$ cat src/tnpd_pkg.sv
// ----------------------------------------------------------------------------
// tnpd_pkg
// Shared types and constants of the two-nearest-colour palette ditherer.
// ----------------------------------------------------------------------------
package tnpd_pkg;

    localparam int MaxColors     = 256;
    localparam int MaxMapEntries = 256;
    localparam int CoordBits     = 12;
    localparam int ColorIdxBits  = $clog2(MaxColors);
    localparam int MapIdxBits    = $clog2(MaxMapEntries);
    localparam int SizeBits      = ColorIdxBits + 1;
    localparam int DistBits      = 18;
    localparam int KeyBits       = 28;
    localparam int TsumBits      = 10;
    localparam logic [TsumBits-1:0] ThreshFull = 10'd765;

    localparam logic [1:0] OP_DITHER = 2'd0;
    localparam logic [1:0] OP_LOAD_PAL = 2'd1;
    localparam logic [1:0] OP_LOAD_MAP = 2'd2;

    localparam logic [1:0] CFG_PALETTE_SIZE = 2'd0;
    localparam logic [1:0] CFG_MAP_WIDTH    = 2'd1;
    localparam logic [1:0] CFG_MAP_HEIGHT   = 2'd2;

    typedef struct packed {
        logic load_pal;
        logic load_map;
        logic start;
        logic scan;
        logic hsv_step;
        logic decide_rd;
        logic decide;
        logic out_rd;
    } tnpd_cmd_t;

    typedef struct packed {
        logic scan_last;
        logic hsv_done;
    } tnpd_status_t;

endpackage

$ cat src/tnpd_ctrl.sv
// ----------------------------------------------------------------------------
// tnpd_ctrl
// Sequencer: accepts requests, runs the scan and hands the result out.
// ----------------------------------------------------------------------------
module tnpd_ctrl (
    input  logic                   aclk,
    input  logic                   aresetn,
    input  logic                   s_tvalid,
    output logic                   s_tready,
    input  logic [1:0]             op,
    output logic                   m_tvalid,
    input  logic                   m_tready,
    output tnpd_pkg::tnpd_cmd_t    cmd,
    input  tnpd_pkg::tnpd_status_t status
);
    import tnpd_pkg::*;

    typedef enum logic [2:0] {
        ST_IDLE, ST_HSV, ST_SCAN, ST_DRD, ST_DEC, ST_ORD, ST_OUT
    } state_t;

    state_t state_reg;
    logic   acc;

    assign s_tready = state_reg == ST_IDLE ||
                      (state_reg == ST_HSV && status.hsv_done);
    assign acc      = s_tvalid && s_tready;
    assign m_tvalid = state_reg == ST_OUT;

    always_comb begin
        cmd           = '0;
        cmd.load_pal  = acc && op == OP_LOAD_PAL;
        cmd.load_map  = acc && op == OP_LOAD_MAP;
        cmd.start     = acc && op == OP_DITHER;
        cmd.hsv_step  = state_reg == ST_HSV;
        cmd.scan      = state_reg == ST_SCAN;
        cmd.decide_rd = state_reg == ST_DRD;
        cmd.decide    = state_reg == ST_DEC;
        cmd.out_rd    = state_reg == ST_ORD;
    end

    always_ff @(posedge aclk) begin
        if (!aresetn) begin
            state_reg <= ST_IDLE;
        end else begin
            unique case (state_reg)
                ST_IDLE, ST_HSV: begin
                    if (acc) begin
                        priority case (op)
                            OP_LOAD_PAL: state_reg <= ST_HSV;
                            OP_DITHER:   state_reg <= ST_SCAN;
                            default:     state_reg <= ST_IDLE;
                        endcase
                    end else if (state_reg == ST_HSV && status.hsv_done) begin
                        state_reg <= ST_IDLE;
                    end
                end
                ST_SCAN: if (status.scan_last) state_reg <= ST_DRD;
                ST_DRD:  state_reg <= ST_DEC;
                ST_DEC:  state_reg <= ST_ORD;
                ST_ORD:  state_reg <= ST_OUT;
                ST_OUT:  if (m_tready) state_reg <= ST_IDLE;
                default: state_reg <= ST_IDLE;
            endcase
        end
    end

endmodule

$ cat config.mk
export PLATFORM = sky130hd
export DESIGN_NAME = tnpd_ctrl
export DESIGN_NICKNAME = d
export VERILOG_FILES = /design/src/tnpd_pkg.sv /design/src/tnpd_ctrl.sv
export SDC_FILE = /design/constraint.sdc
export NUM_CORES = 1
export LEC_CHECK = 0
export BUFFER_PORTS_ARGS = -buffer_cell sky130_fd_sc_hd__buf_4
export CORE_AREA = 5 5 42 44
export DETAILED_ROUTE_END_ITERATION = 6
export DIE_AREA = 0 0 47 49
export SLEW_MARGIN = 20
export SYNTH_ARGS = -nofsm -noshare
export SYNTH_HDL_FRONTEND = slang
export SYNTH_SLANG_ARGS = --single-unit
$ cat constraint.sdc
create_clock -name aclk -period 1 [get_ports aclk]
set_clock_uncertainty 0.05 [all_clocks]
set_input_delay 0.05 -clock aclk [delete_from_list [all_inputs] [get_ports aclk]]
set_output_delay 0.05 -clock aclk [all_outputs]
set_load 0.01 [all_outputs]
==> impl_summary.log, run 1 <==
INFO  metric status = finished, violations left
INFO  metric violations = setup timing
INFO  metric report.final.hold_viol_count = 0
INFO  metric post_synth_instance_area = between 200 and 300 um2
INFO  metric die_y = between 40 and 50 um
INFO  metric synth_seq_area_share = 0.2060
INFO  metric first_global_vias = roughly 380
INFO  metric irDropWorstVdd = 0.6376 mV
INFO  metric crit_path_max_incr_delay = about 0.34 ns
INFO  metric critical-path-top-cell-by-count = sky130_fd_sc_hd__buf_6
INFO  metric synth_top_area_frac = 0.2060
INFO  metric timing.critical_path.from_type = flip-flop
INFO  metric busiest_layer = met2
INFO  metric cp.required = 0.90 ns
INFO  metric worstPathCellList = buf_6 > a211oi_4 > and4b_1 > buf_6
INFO  metric gr-usage-met2 = 0.1584
INFO  metric finish.instance_area = 696.9 um2
INFO  metric drv_cap = 0
INFO  metric timing_worst_setup_path_type = reg2out
INFO  metric synth_fp_nets = 39
INFO  metric critical_path.endpoint_type = primary output
INFO  metric tns = -3.155 ns
INFO  metric placeableCoreArea = 0.001401 mm2
INFO  metric routed_wirelength = around 1000 um
INFO  metric ys_dominant_reg_cell = sky130_fd_sc_hd__dfxtp_1
INFO  metric crit_path_max_fanout = 2
INFO  metric dr.pass1.iters = 2
INFO  metric yosys_warnings = 0
INFO  metric leakagePower = approximately 0.33 nW
INFO  metric detailroute.via_count = approximately 360
INFO  metric synth_cell_type_count = 22
INFO  metric detailedRoute.firstIterationViolations = 3
INFO  metric ctsHtreeMaxLevel = 1
INFO  metric worstSkewPairLatency = 0.23 ns
INFO  metric synth_enable_flop_cells = 0
INFO  metric worst_hold_slack = approximately 0.11 ns
INFO  metric grtUsageMet1 = 0.1055
INFO  metric num_io_pins = 18
INFO  metric source_of_the_worst_register_to_register_timing_path = state_reg[1]
INFO  metric largest_register_ffs = 3
INFO  metric placement_rows = 14
INFO  metric grt-ovfl-total = 0
INFO  metric initial_utilization = 0.2080
INFO  metric crit_slowest_cell = sky130_fd_sc_hd__dfxtp_4
INFO  metric antenna_left = 0
INFO  metric min_period = approximately 1.4 ns
INFO  metric timing.reg2reg.setup_slack = -0.23 ns
INFO  metric grt_first_pass_wirelength = approximately 1600 um
INFO  metric total_of_buffers_placed_on_input_and_output_ports = 17
INFO  metric fmax = ~740 MHz
INFO  metric netlist_instances = 31
INFO  metric timing.rr.end = state_reg[0]
INFO  metric global_route.usage.total = 0.09507
INFO  metric final-max-slew-violation-count = 0
INFO  metric clock_sinks = 3
INFO  metric grt_start_max_net_pins = 7
INFO  metric hold_path_depth = 3
INFO  metric global_route.usage.met3 = 0.02952
INFO  metric min_to = state_reg[0]
INFO  metric clock_tree.buffer_depth = 2
INFO  metric final_cell_count_no_fill = 82
INFO  metric num-fill-cells = 141
INFO  metric synth_seq_cells = 3
INFO  metric cts_root_buffer = sky130_fd_sc_hd__clkbuf_4
INFO  metric postLayoutCoreUtil = 0.4973
INFO  metric worst_r2r_path_depth = 4
INFO  metric hold_start = status[1]
INFO  metric die-width = roughly 47 um
INFO  metric design.die.area = approximately 0.0023 mm2
INFO  metric post-place-cells = 70
INFO  metric final_layout_size_suffix_gt1_frac = 0.8030
INFO  metric hold_path.class = in2reg
INFO  metric avgRoutedWirePerCell = 11.93 um
INFO  metric grt_antenna_before_repair = 0
INFO  metric synthesized_area_per_cell = between 9 and 10 um2
INFO  metric via_per_inst = roughly 4.4
INFO  metric areaGrowthSynthToFinish = 139.1%
INFO  metric dpl.hpwl = 687.4 um
INFO  metric timing.final.crit_share = 1.360
INFO  metric placement.setup.worst_slack = -0.1775 ns
INFO  metric cts.clk_slew.worst_paths = 0.04 ns
INFO  metric placement_stage_cell_area = approximately 520 um2
INFO  metric finalNetCount = 75
INFO  metric place.gp.congestion = ~0.66
INFO  metric synthTopCellsByArea = sky130_fd_sc_hd__dfxtp_1 (21%), sky130_fd_sc_hd__a2111oi_4 (9.4%), sky130_fd_sc_hd__nand3b_4 (6.9%)
INFO  metric worst_slew_margin_rel = 0.8124
INFO  metric netlist.top_cell.by_area = sky130_fd_sc_hd__dfxtp_1
INFO  metric p_per_area = between 700 and 800 mW/mm2
INFO  metric synth_top_cells_by_count = sky130_fd_sc_hd__a21oi_1 (3), sky130_fd_sc_hd__dfxtp_1 (3), sky130_fd_sc_hd__inv_1 (3)
INFO  metric finalSetupViolations = 13
INFO  metric unrepaired_setup_endpoints_after_global_routing = true
INFO  metric worst_slack = -0.3601 ns
INFO  metric tritoncts.num_buffers = 3
INFO  metric cp.arrival = approximately 1.3 ns
INFO  metric num_antenna_cells = 0
INFO  metric clock_tree_from_tritoncts = built
INFO  metric worst_pin_slew = approximately 0.28 ns
INFO  metric totalPowerFinal = between 0.5 and 0.6 mW
INFO  metric post-route-drc-count = 0
INFO  metric postSynth.asyncResetShare = 0
where the power goes:
| part | switching, mW | leakage [nW] | internal (mW) |
|---|---|---|---|
| clock network | 0.0581 | 0.0150 | 0.149 |
| logic | 0.0829 | 0.290 | 0.121 |
| registers | 0.00709 | 0.0267 | 0.122 |
| total | 0.148 | 0.331 | 0.392 |
routing by layer:
| metal | up-vias | share of wire |
|---|---|---|
| li1 | 185 | - |
| met1 | 167 | 0.39 |
| met2 | 12 | 0.54 |
| met3 | 0 | 0.076 |
| met4 | 0 | 0 |
| met5 | - | 0 |
worst max-delay path: cells and delay by family, from the launching register on:
family / cells / cell delay [ns]
AND/OR/NAND/NOR: 1 / 0.23
AO/OA/AOI/OAI: 1 / 0.23
flip-flops: 1 / 0.34
buffers and inverters: 2 / 0.22
cell type report:
class	instances	area, um2	area share
Tap cell	16	20.02	0.02873
Inverter	3	13.76	0.01975
Multi-Input combinational cell	22	261.5	0.3752
Clock buffer	4	26.28	0.03770
Timing Repair Buffer	34	304.0	0.4363
Sequential cell	3	71.32	0.1023
cells in the final DEF, fill, tap and decap left out, types with 2 or more instances in the layout:
master and n:
sky130_fd_sc_hd__inv_1 2, sky130_fd_sc_hd__a21oi_2 2, sky130_fd_sc_hd__nor3b_4 2, sky130_fd_sc_hd__clkbuf_4 3, sky130_fd_sc_hd__buf_4 23, sky130_fd_sc_hd__dfxtp_4 3
sky130_fd_sc_hd__and3b_2 2, sky130_fd_sc_hd__buf_6 9
worst max-delay path by stage:
| stage | endpoint | start | slack (ns) | depth (start not counted) |
|---|---|---|---|---|
| 2_1_floorplan | state_reg[0] | state_reg[1] | -0.1 | 4 |
| 3_3_place_gp | cmd[6] | state_reg[0] | -0.15 | 4 |
| 3_5_place_dp | cmd[6] | state_reg[0] | -0.18 | 4 |
| 4_1_cts | cmd[6] | state_reg[0] | -0.36 | 4 |
| 5_1_grt | cmd[6] | state_reg[0] | -0.39 | 4 |
| 6_report | cmd[6] | state_reg[0] | -0.36 | 4 |
timing repair:
item	CTS	global route
endpoints found under the hold margin	1	0
buffers inserted	5	3
endpoints found under the setup margin	13	13
hold buffers	1	0
gates resized for setup	11	14
pin swaps	5	7
cell families (layout without fill, tap and decap cells):
kind of cell / after synthesis / after routing / share of synthesized area
compound gates: 10 / 10 / 0.3176
buf+inv: 6 / 41 / 0.1287
flops: 3 / 3 / 0.2060
simple gates: 12 / 12 / 0.3477
(Power assumes the default switching activity.)
==> inputs of run 2 (changes only) <==
==> constraint.sdc (replaced) <==
create_clock -name aclk -period 1 [get_ports aclk]
set_clock_uncertainty 0.05 [all_clocks]
set_input_delay 0.1 -clock aclk [delete_from_list [all_inputs] [get_ports aclk]]
set_output_delay 0.1 -clock aclk [all_outputs]
set_load 0.01 [all_outputs]
==> impl_summary.log, run 2 (synthesized netlist as in run 1, its figures left out) <==
INFO  metric timing.reg2reg.setup_slack = -0.22 ns (about the same)
INFO  metric tns = -3.542 ns (-0.3861 ns)
INFO  metric detailroute.via_count = 364 (unchanged)
INFO  metric placement_rows = 14 (unchanged)
INFO  metric final_layout_size_suffix_gt1_frac = 0.8030 (unchanged)
INFO  metric totalPowerFinal = 0.5286 mW (-2.1%)
INFO  metric first_global_vias = 350 (-7.2%)
INFO  metric hold_path_depth = 2 (-1)
INFO  metric irDropWorstVdd = 0.7569 mV (+19%)
INFO  metric timing.critical_path.from_type = flip-flop
INFO  metric detailedRoute.firstIterationViolations = 2 (-1)
INFO  metric unrepaired_setup_endpoints_after_global_routing = true
INFO  metric avgRoutedWirePerCell = 11.43 um (-4.2%)
INFO  metric min_period = 1.373 ns (+0.01292 ns)
INFO  metric total_of_buffers_placed_on_input_and_output_ports = 17 (unchanged)
INFO  metric p_per_area = 786.8 mW/mm2 (+1.6%)
INFO  metric grt_first_pass_wirelength = 1352 um (-16%)
INFO  metric timing.final.crit_share = 1.373 (+0.01292)
INFO  metric leakagePower = 0.3345 nW (+0.93%)
INFO  metric cts.clk_slew.worst_paths = 0.04 ns (about the same)
INFO  metric dr.pass1.iters = 2 (unchanged)
INFO  metric layout.cells.most_common_list = sky130_fd_sc_hd__buf_4 (24), sky130_fd_sc_hd__buf_6 (8), sky130_fd_sc_hd__clkbuf_4 (3), sky130_fd_sc_hd__dfxtp_4 (3)
INFO  metric placement_stage_cell_area = 521.8 um2 (+0.97%)
INFO  metric routed_wirelength = 937 um (-4.2%)
INFO  metric hold_path.class = in2reg
INFO  metric cp.required = 0.85 ns (-0.05 ns)
INFO  metric critical_path.endpoint_type = primary output
INFO  metric crit_path_max_fanout = 4 (+2)
INFO  metric report.final.hold_viol_count = 0 (unchanged)
INFO  metric cts_root_buffer = sky130_fd_sc_hd__clkbuf_4
INFO  metric die_y = 49 um (unchanged)
INFO  metric drv_cap = 0 (unchanged)
INFO  metric antenna_left = 0 (unchanged)
INFO  metric finalSetupViolations = 13 (unchanged)
INFO  metric worstSkewPairLatency = 0.23 ns (about the same)
INFO  metric grt_start_max_net_pins = 11 (+4)
INFO  metric finalNetCount = 75 (unchanged)
INFO  metric global_route.usage.total = 0.07736 (-0.01771)
INFO  metric clock_sinks = 3 (unchanged)
INFO  metric design.die.area = 0.002303 mm2 (unchanged)
INFO  metric initial_utilization = 0.2080 (unchanged)
INFO  metric postLayoutCoreUtil = 0.4795 (-0.01786)
INFO  metric via_per_inst = 4.439 (unchanged)
INFO  metric cp.arrival = 1.22 ns (-0.04 ns)
INFO  metric hold_start = aresetn
INFO  metric status = finished, violations left
INFO  metric placeableCoreArea = 0.001401 mm2 (unchanged)
INFO  metric violations = setup timing
INFO  metric grt-ovfl-total = 0 (unchanged)
INFO  metric worst_slack = -0.3730 ns (-0.01292 ns)
INFO  metric die-width = 47 um (unchanged)
INFO  metric timing_worst_setup_path_type = reg2out
INFO  metric post-route-drc-count = 0 (unchanged)
INFO  metric dpl.hpwl = 634.6 um (-7.7%)
INFO  metric grt_antenna_before_repair = 0 (unchanged)
INFO  metric worst_pin_slew = 0.3049 ns (+0.02353 ns)
INFO  metric num_io_pins = 18 (unchanged)
INFO  metric worst_r2r_path_depth = 4 (unchanged)
INFO  metric num_antenna_cells = 0 (unchanged)
INFO  metric timing.rr.end = state_reg[0]
INFO  metric tritoncts.num_buffers = 3 (unchanged)
INFO  metric fmax = 728.3 MHz (-0.94%)
INFO  metric min_to = state_reg[0]
INFO  metric ctsHtreeMaxLevel = 1 (unchanged)
INFO  metric layout_commonest_cell = sky130_fd_sc_hd__buf_4
INFO  metric clock_tree.buffer_depth = 2 (unchanged)
INFO  metric finish.instance_area = 671.9 um2 (-3.6%)
INFO  metric source_of_the_worst_register_to_register_timing_path = state_reg[2]
INFO  metric final-max-slew-violation-count = 0 (unchanged)
INFO  metric largest_register_ffs = 3 (unchanged)
INFO  metric areaGrowthSynthToFinish = 130.5%
INFO  metric clock_tree_from_tritoncts = built
INFO  metric place.gp.congestion = 0.6691 (+2.0%)
INFO  metric worst_slew_margin_rel = 0.7967 (-0.01569)
INFO  metric placement.setup.worst_slack = -0.1833 ns (-0.005789 ns)
## run 2: power by group
part,total [mW],internal [mW],switching (mW)
clock network,0.211,0.149,0.0615
registers,0.133,0.122,0.0112
logic,0.185,0.112,0.0725
## run 2: layout make-up
type / count / area (um2)
Fill cell: 143 / 729.5
Timing Repair Buffer: 34 / 295.3
Multi-Input combinational cell: 22 / 247.7
Sequential cell: 3 / 71.32
Clock buffer: 4 / 26.28
Tap cell: 16 / 20.02
Inverter: 3 / 11.26
## run 2: critical path, stage by stage (launching register included)
cell                       delay [ns]
sky130_fd_sc_hd__dfxtp_4         0.35
sky130_fd_sc_hd__buf_12          0.13
sky130_fd_sc_hd__a211oi_4        0.20
sky130_fd_sc_hd__and4b_1         0.21
sky130_fd_sc_hd__buf_4           0.11
## run 2: worst max-delay path by stage
stage | startpoint | endpoint | slack [ns]
after CTS | state_reg[0] | cmd[6] | -0.40
final | state_reg[0] | cmd[6] | -0.37
after global routing | state_reg[0] | cmd[7] | -0.44
after detailed placement | state_reg[0] | cmd[6] | -0.18
after global placement | state_reg[0] | cmd[5] | -0.19
after floorplan | state_reg[1] | cmd[6] | -0.11
## run 2: metal layers
layer  GRT usage  vias to the layer above  wire length, um
met4           0                        0                0
met2      0.1357                        9              519
met3     0.04428                        0               67
met5           0                        -                0
met1     0.08315                      171              350
li1            -                      184                -
## run 2: through the flow
step / instances / hold slack [ns]
detailed placement: 71 / 0.2748
global route: 82 / 0.05219
finish: 82 / 0.04194
floorplan: 31 / 0.1675
global placement: 71 / 0.2732
CTS: 77 / 0.05151
## run 2: what timing repair did
item | 4_1_cts | 5_1_grt
pin swaps | 2 | 6
buffers inserted | 2 | 5
setup endpoints to repair | 13 | 13
hold buffers | 0 | 0
gates resized for setup | 9 | 13
==> inputs of run 3 (changes only) <==
--- a/constraint.sdc
+++ b/constraint.sdc
@@ -4,2 +4,2 @@
 set_output_delay 0.1 -clock aclk [all_outputs]
-set_load 0.01 [all_outputs]
+set_load 0.005 [all_outputs]
==> impl_summary.log, run 3 (synthesized netlist as in run 1, its figures left out) <==
INFO  metric status = finished, violations left
INFO  metric violations = setup timing
INFO  metric worst_pin_slew = 0.3161 ns (+0.01119 ns)
INFO  metric layout.area.seq = 71.32 um2 (unchanged)
INFO  metric antenna_left = 0 (unchanged)
INFO  metric first_global_vias = 359 (+2.6%)
INFO  metric report.final.hold_viol_count = 0 (unchanged)
INFO  metric irDropWorstVdd = 0.5920 mV (-22%)
INFO  metric crit_slowest_cell = sky130_fd_sc_hd__dfxtp_4
INFO  metric combPwrFrac = 0.335 (-0.014)
INFO  metric tns = -2.959 ns (+0.5825 ns)
INFO  metric sequential_cell_fraction_of_total_power = 0.255 (+0.003)
INFO  metric worst_slew_margin_rel = 0.7863 (-0.01043)
INFO  metric totalPowerFinal = 0.5311 mW (+0.47%)
INFO  metric grt_start_max_net_pins = 9 (-2)
INFO  metric num_antenna_cells = 0 (unchanged)
INFO  metric cell_internal_pwr = 0.3844 mW (+0.26%)
INFO  metric num_io_pins = 18 (unchanged)
INFO  metric crit_path_max_incr_delay = 0.36 ns (about the same)
INFO  metric postLayoutCoreUtil = 0.4804 (+0.0008930)
INFO  metric total_of_buffers_placed_on_input_and_output_ports = 17 (unchanged)
INFO  metric timing.reg2reg.setup_slack = -0.20 ns (+0.02 ns)
INFO  metric initial_utilization = 0.2080 (unchanged)
INFO  metric critical_path.endpoint_type = primary output
INFO  metric place.gp.congestion = 0.7030 (+5.1%)
INFO  metric grt_first_pass_wirelength = 1476 um (+9.2%)
INFO  metric worstPathCellList = buf_6 > a2111oi_4 > buf_4
INFO  metric cts.clk_slew.worst_paths = 0.04 ns (about the same)
INFO  metric timing.rr.end = state_reg[0]
INFO  metric cts_root_buffer = sky130_fd_sc_hd__clkbuf_4
INFO  metric min_period = 1.345 ns (-0.02770 ns)
INFO  metric fmax = 743.3 MHz (+2.1%)
INFO  metric die-width = 47 um (unchanged)
INFO  metric source_of_the_worst_register_to_register_timing_path = state_reg[0]
INFO  metric worstSkewPairLatency = 0.24 ns (about the same)
INFO  metric final_layout_size_suffix_gt1_frac = 0.7879 (-0.01515)
INFO  metric global_route.usage.total = 0.09148 (+0.01413)
INFO  metric via_per_inst = 4.622 (+4.1%)
INFO  metric cp.arrival = 1.20 ns (-0.02 ns)
INFO  metric worst_r2r_path_depth = 4 (unchanged)
INFO  metric areaGrowthSynthToFinish = 130.9%
INFO  metric num-fill-cells = 147 (+2.8%)
INFO  metric detailedRoute.firstIterationViolations = 3 (+1)
INFO  metric routed_wirelength = 1097 um (+17%)
INFO  metric unrepaired_setup_endpoints_after_global_routing = true
INFO  metric grt-ovfl-total = 0 (unchanged)
INFO  metric cp.depth = 3 (-1)
INFO  metric finalSetupViolations = 13 (unchanged)
INFO  metric final-max-slew-violation-count = 0 (unchanged)
INFO  metric clockPowerShare = 0.410 (+0.011)
INFO  metric clock_sinks = 3 (unchanged)
INFO  metric timing.critical_path.from_type = flip-flop
INFO  metric detailroute.via_count = 379 (+4.1%)
INFO  metric drv_cap = 0 (unchanged)
INFO  metric placeableCoreArea = 0.001401 mm2 (unchanged)
INFO  metric ctsHtreeMaxLevel = 1 (unchanged)
INFO  metric cpLargestDelayFamily = flip-flops
INFO  metric netSwitchingFraction = 0.2762 (+0.001490)
INFO  metric dr.pass1.iters = 4 (+2)
INFO  metric post-route-drc-count = 0 (unchanged)
INFO  metric clock_tree.buffer_depth = 2 (unchanged)
INFO  metric cp.required = 0.85 ns (about the same)
INFO  metric placement_rows = 14 (unchanged)
INFO  metric worst_setup_path_startpoint = state_reg[0]
INFO  metric timing_worst_setup_path_type = reg2out
INFO  metric finalNetCount = 75 (unchanged)
INFO  metric clock_tree_from_tritoncts = built
INFO  metric largest_register_ffs = 3 (unchanged)
INFO  metric placement.setup.worst_slack = -0.2175 ns (-0.03416 ns)
INFO  metric layout.cells.most_common_list = sky130_fd_sc_hd__buf_4 (22), sky130_fd_sc_hd__buf_6 (12), sky130_fd_sc_hd__inv_1 (3), sky130_fd_sc_hd__clkbuf_4 (3), sky130_fd_sc_hd__dfxtp_4 (3)
INFO  metric design.die.area = 0.002303 mm2 (unchanged)
INFO  metric p_per_area = 789.0 mW/mm2 (+0.28%)
INFO  metric number_of_buffer_and_inverter_instances_along_the_worst_setup_path = 2 (unchanged)
INFO  metric dpl.hpwl = 677.2 um (+6.7%)
INFO  metric tritoncts.num_buffers = 3 (unchanged)
INFO  metric crit_path_max_fanout = 5 (+1)
INFO  metric hold_path.class = in2reg
INFO  metric leakagePower = 0.3253 nW (-2.8%)
INFO  metric timing.final.crit_share = 1.345 (-0.02770)
INFO  metric multi_input_comb_area = 244.0 um2 (-1.5%)
INFO  metric grt_antenna_before_repair = 0 (unchanged)
INFO  metric layout_commonest_cell = sky130_fd_sc_hd__buf_4
INFO  metric worst_slack = -0.3453 ns (+0.02770 ns)
INFO  metric avgRoutedWirePerCell = 13.38 um (+17%)
INFO  metric total_switching_power = 0.1467 mW (+1.0%)
INFO  metric timing_endpoint_of_the_critical_path = cmd[7]
INFO  metric die_y = 49 um (unchanged)
-- run 3: cell type report --
type | count | share of cell area
repair buffers | 34 | 0.4461
multi-input cells | 22 | 0.3625
flip-flops and latches | 3 | 0.1059
clock buffers | 4 | 0.03903
well taps | 16 | 0.02974
inverters | 3 | 0.01673
-- run 3: through the flow --
step                area, um2  std cells  hold WS, ns
global route            673.1         82      0.04878
floorplan               312.8         31       0.1675
CTS                     603.1         78      0.03432
detailed placement      501.7         71       0.2812
global placement        501.7         71       0.2795
finish                  673.1         82      0.03937
-- run 3: routing by layer --
layer | up-vias | share of wire | track usage
li1 | 185 | - | -
met1 | 176 | 0.29 | 0.08114
met2 | 14 | 0.62 | 0.1584
met3 | 4 | 0.066 | 0.02952
met4 | 0 | 0.026 | 0.06912
met5 | - | 0 | 0
-- run 3: power groups by stage --
| stage | logic (mW) | clock network (mW) | registers, mW |
|---|---|---|---|
| 2_1_floorplan | 0.0691 | 0 | 0.131 |
| 3_3_place_gp | 0.132 | 0 | 0.141 |
| 3_5_place_dp | 0.134 | 0 | 0.142 |
| 4_1_cts | 0.155 | 0.222 | 0.134 |
| 5_1_grt | 0.191 | 0.230 | 0.137 |
| 6_report | 0.178 | 0.218 | 0.135 |
-- run 3: worst min path at each step --
stage	startpoint	slack [ns]	end	cells after the start
detailed placement	aresetn	0.28	state_reg[0]	2
global route	aresetn	0.05	state_reg[0]	2
CTS	aresetn	0.03	state_reg[0]	2
finish	aresetn	0.04	state_reg[0]	2
global placement	aresetn	0.28	state_reg[0]	2
floorplan	aresetn	0.17	state_reg[0]	1
-- run 3: timing repair --
item                                    4_1_cts  5_1_grt
endpoints found under the setup margin       13       13
setup buffers                                 3        4
hold buffers                                  0        0
gates resized for setup                      15       10
pin swaps                                     6        7
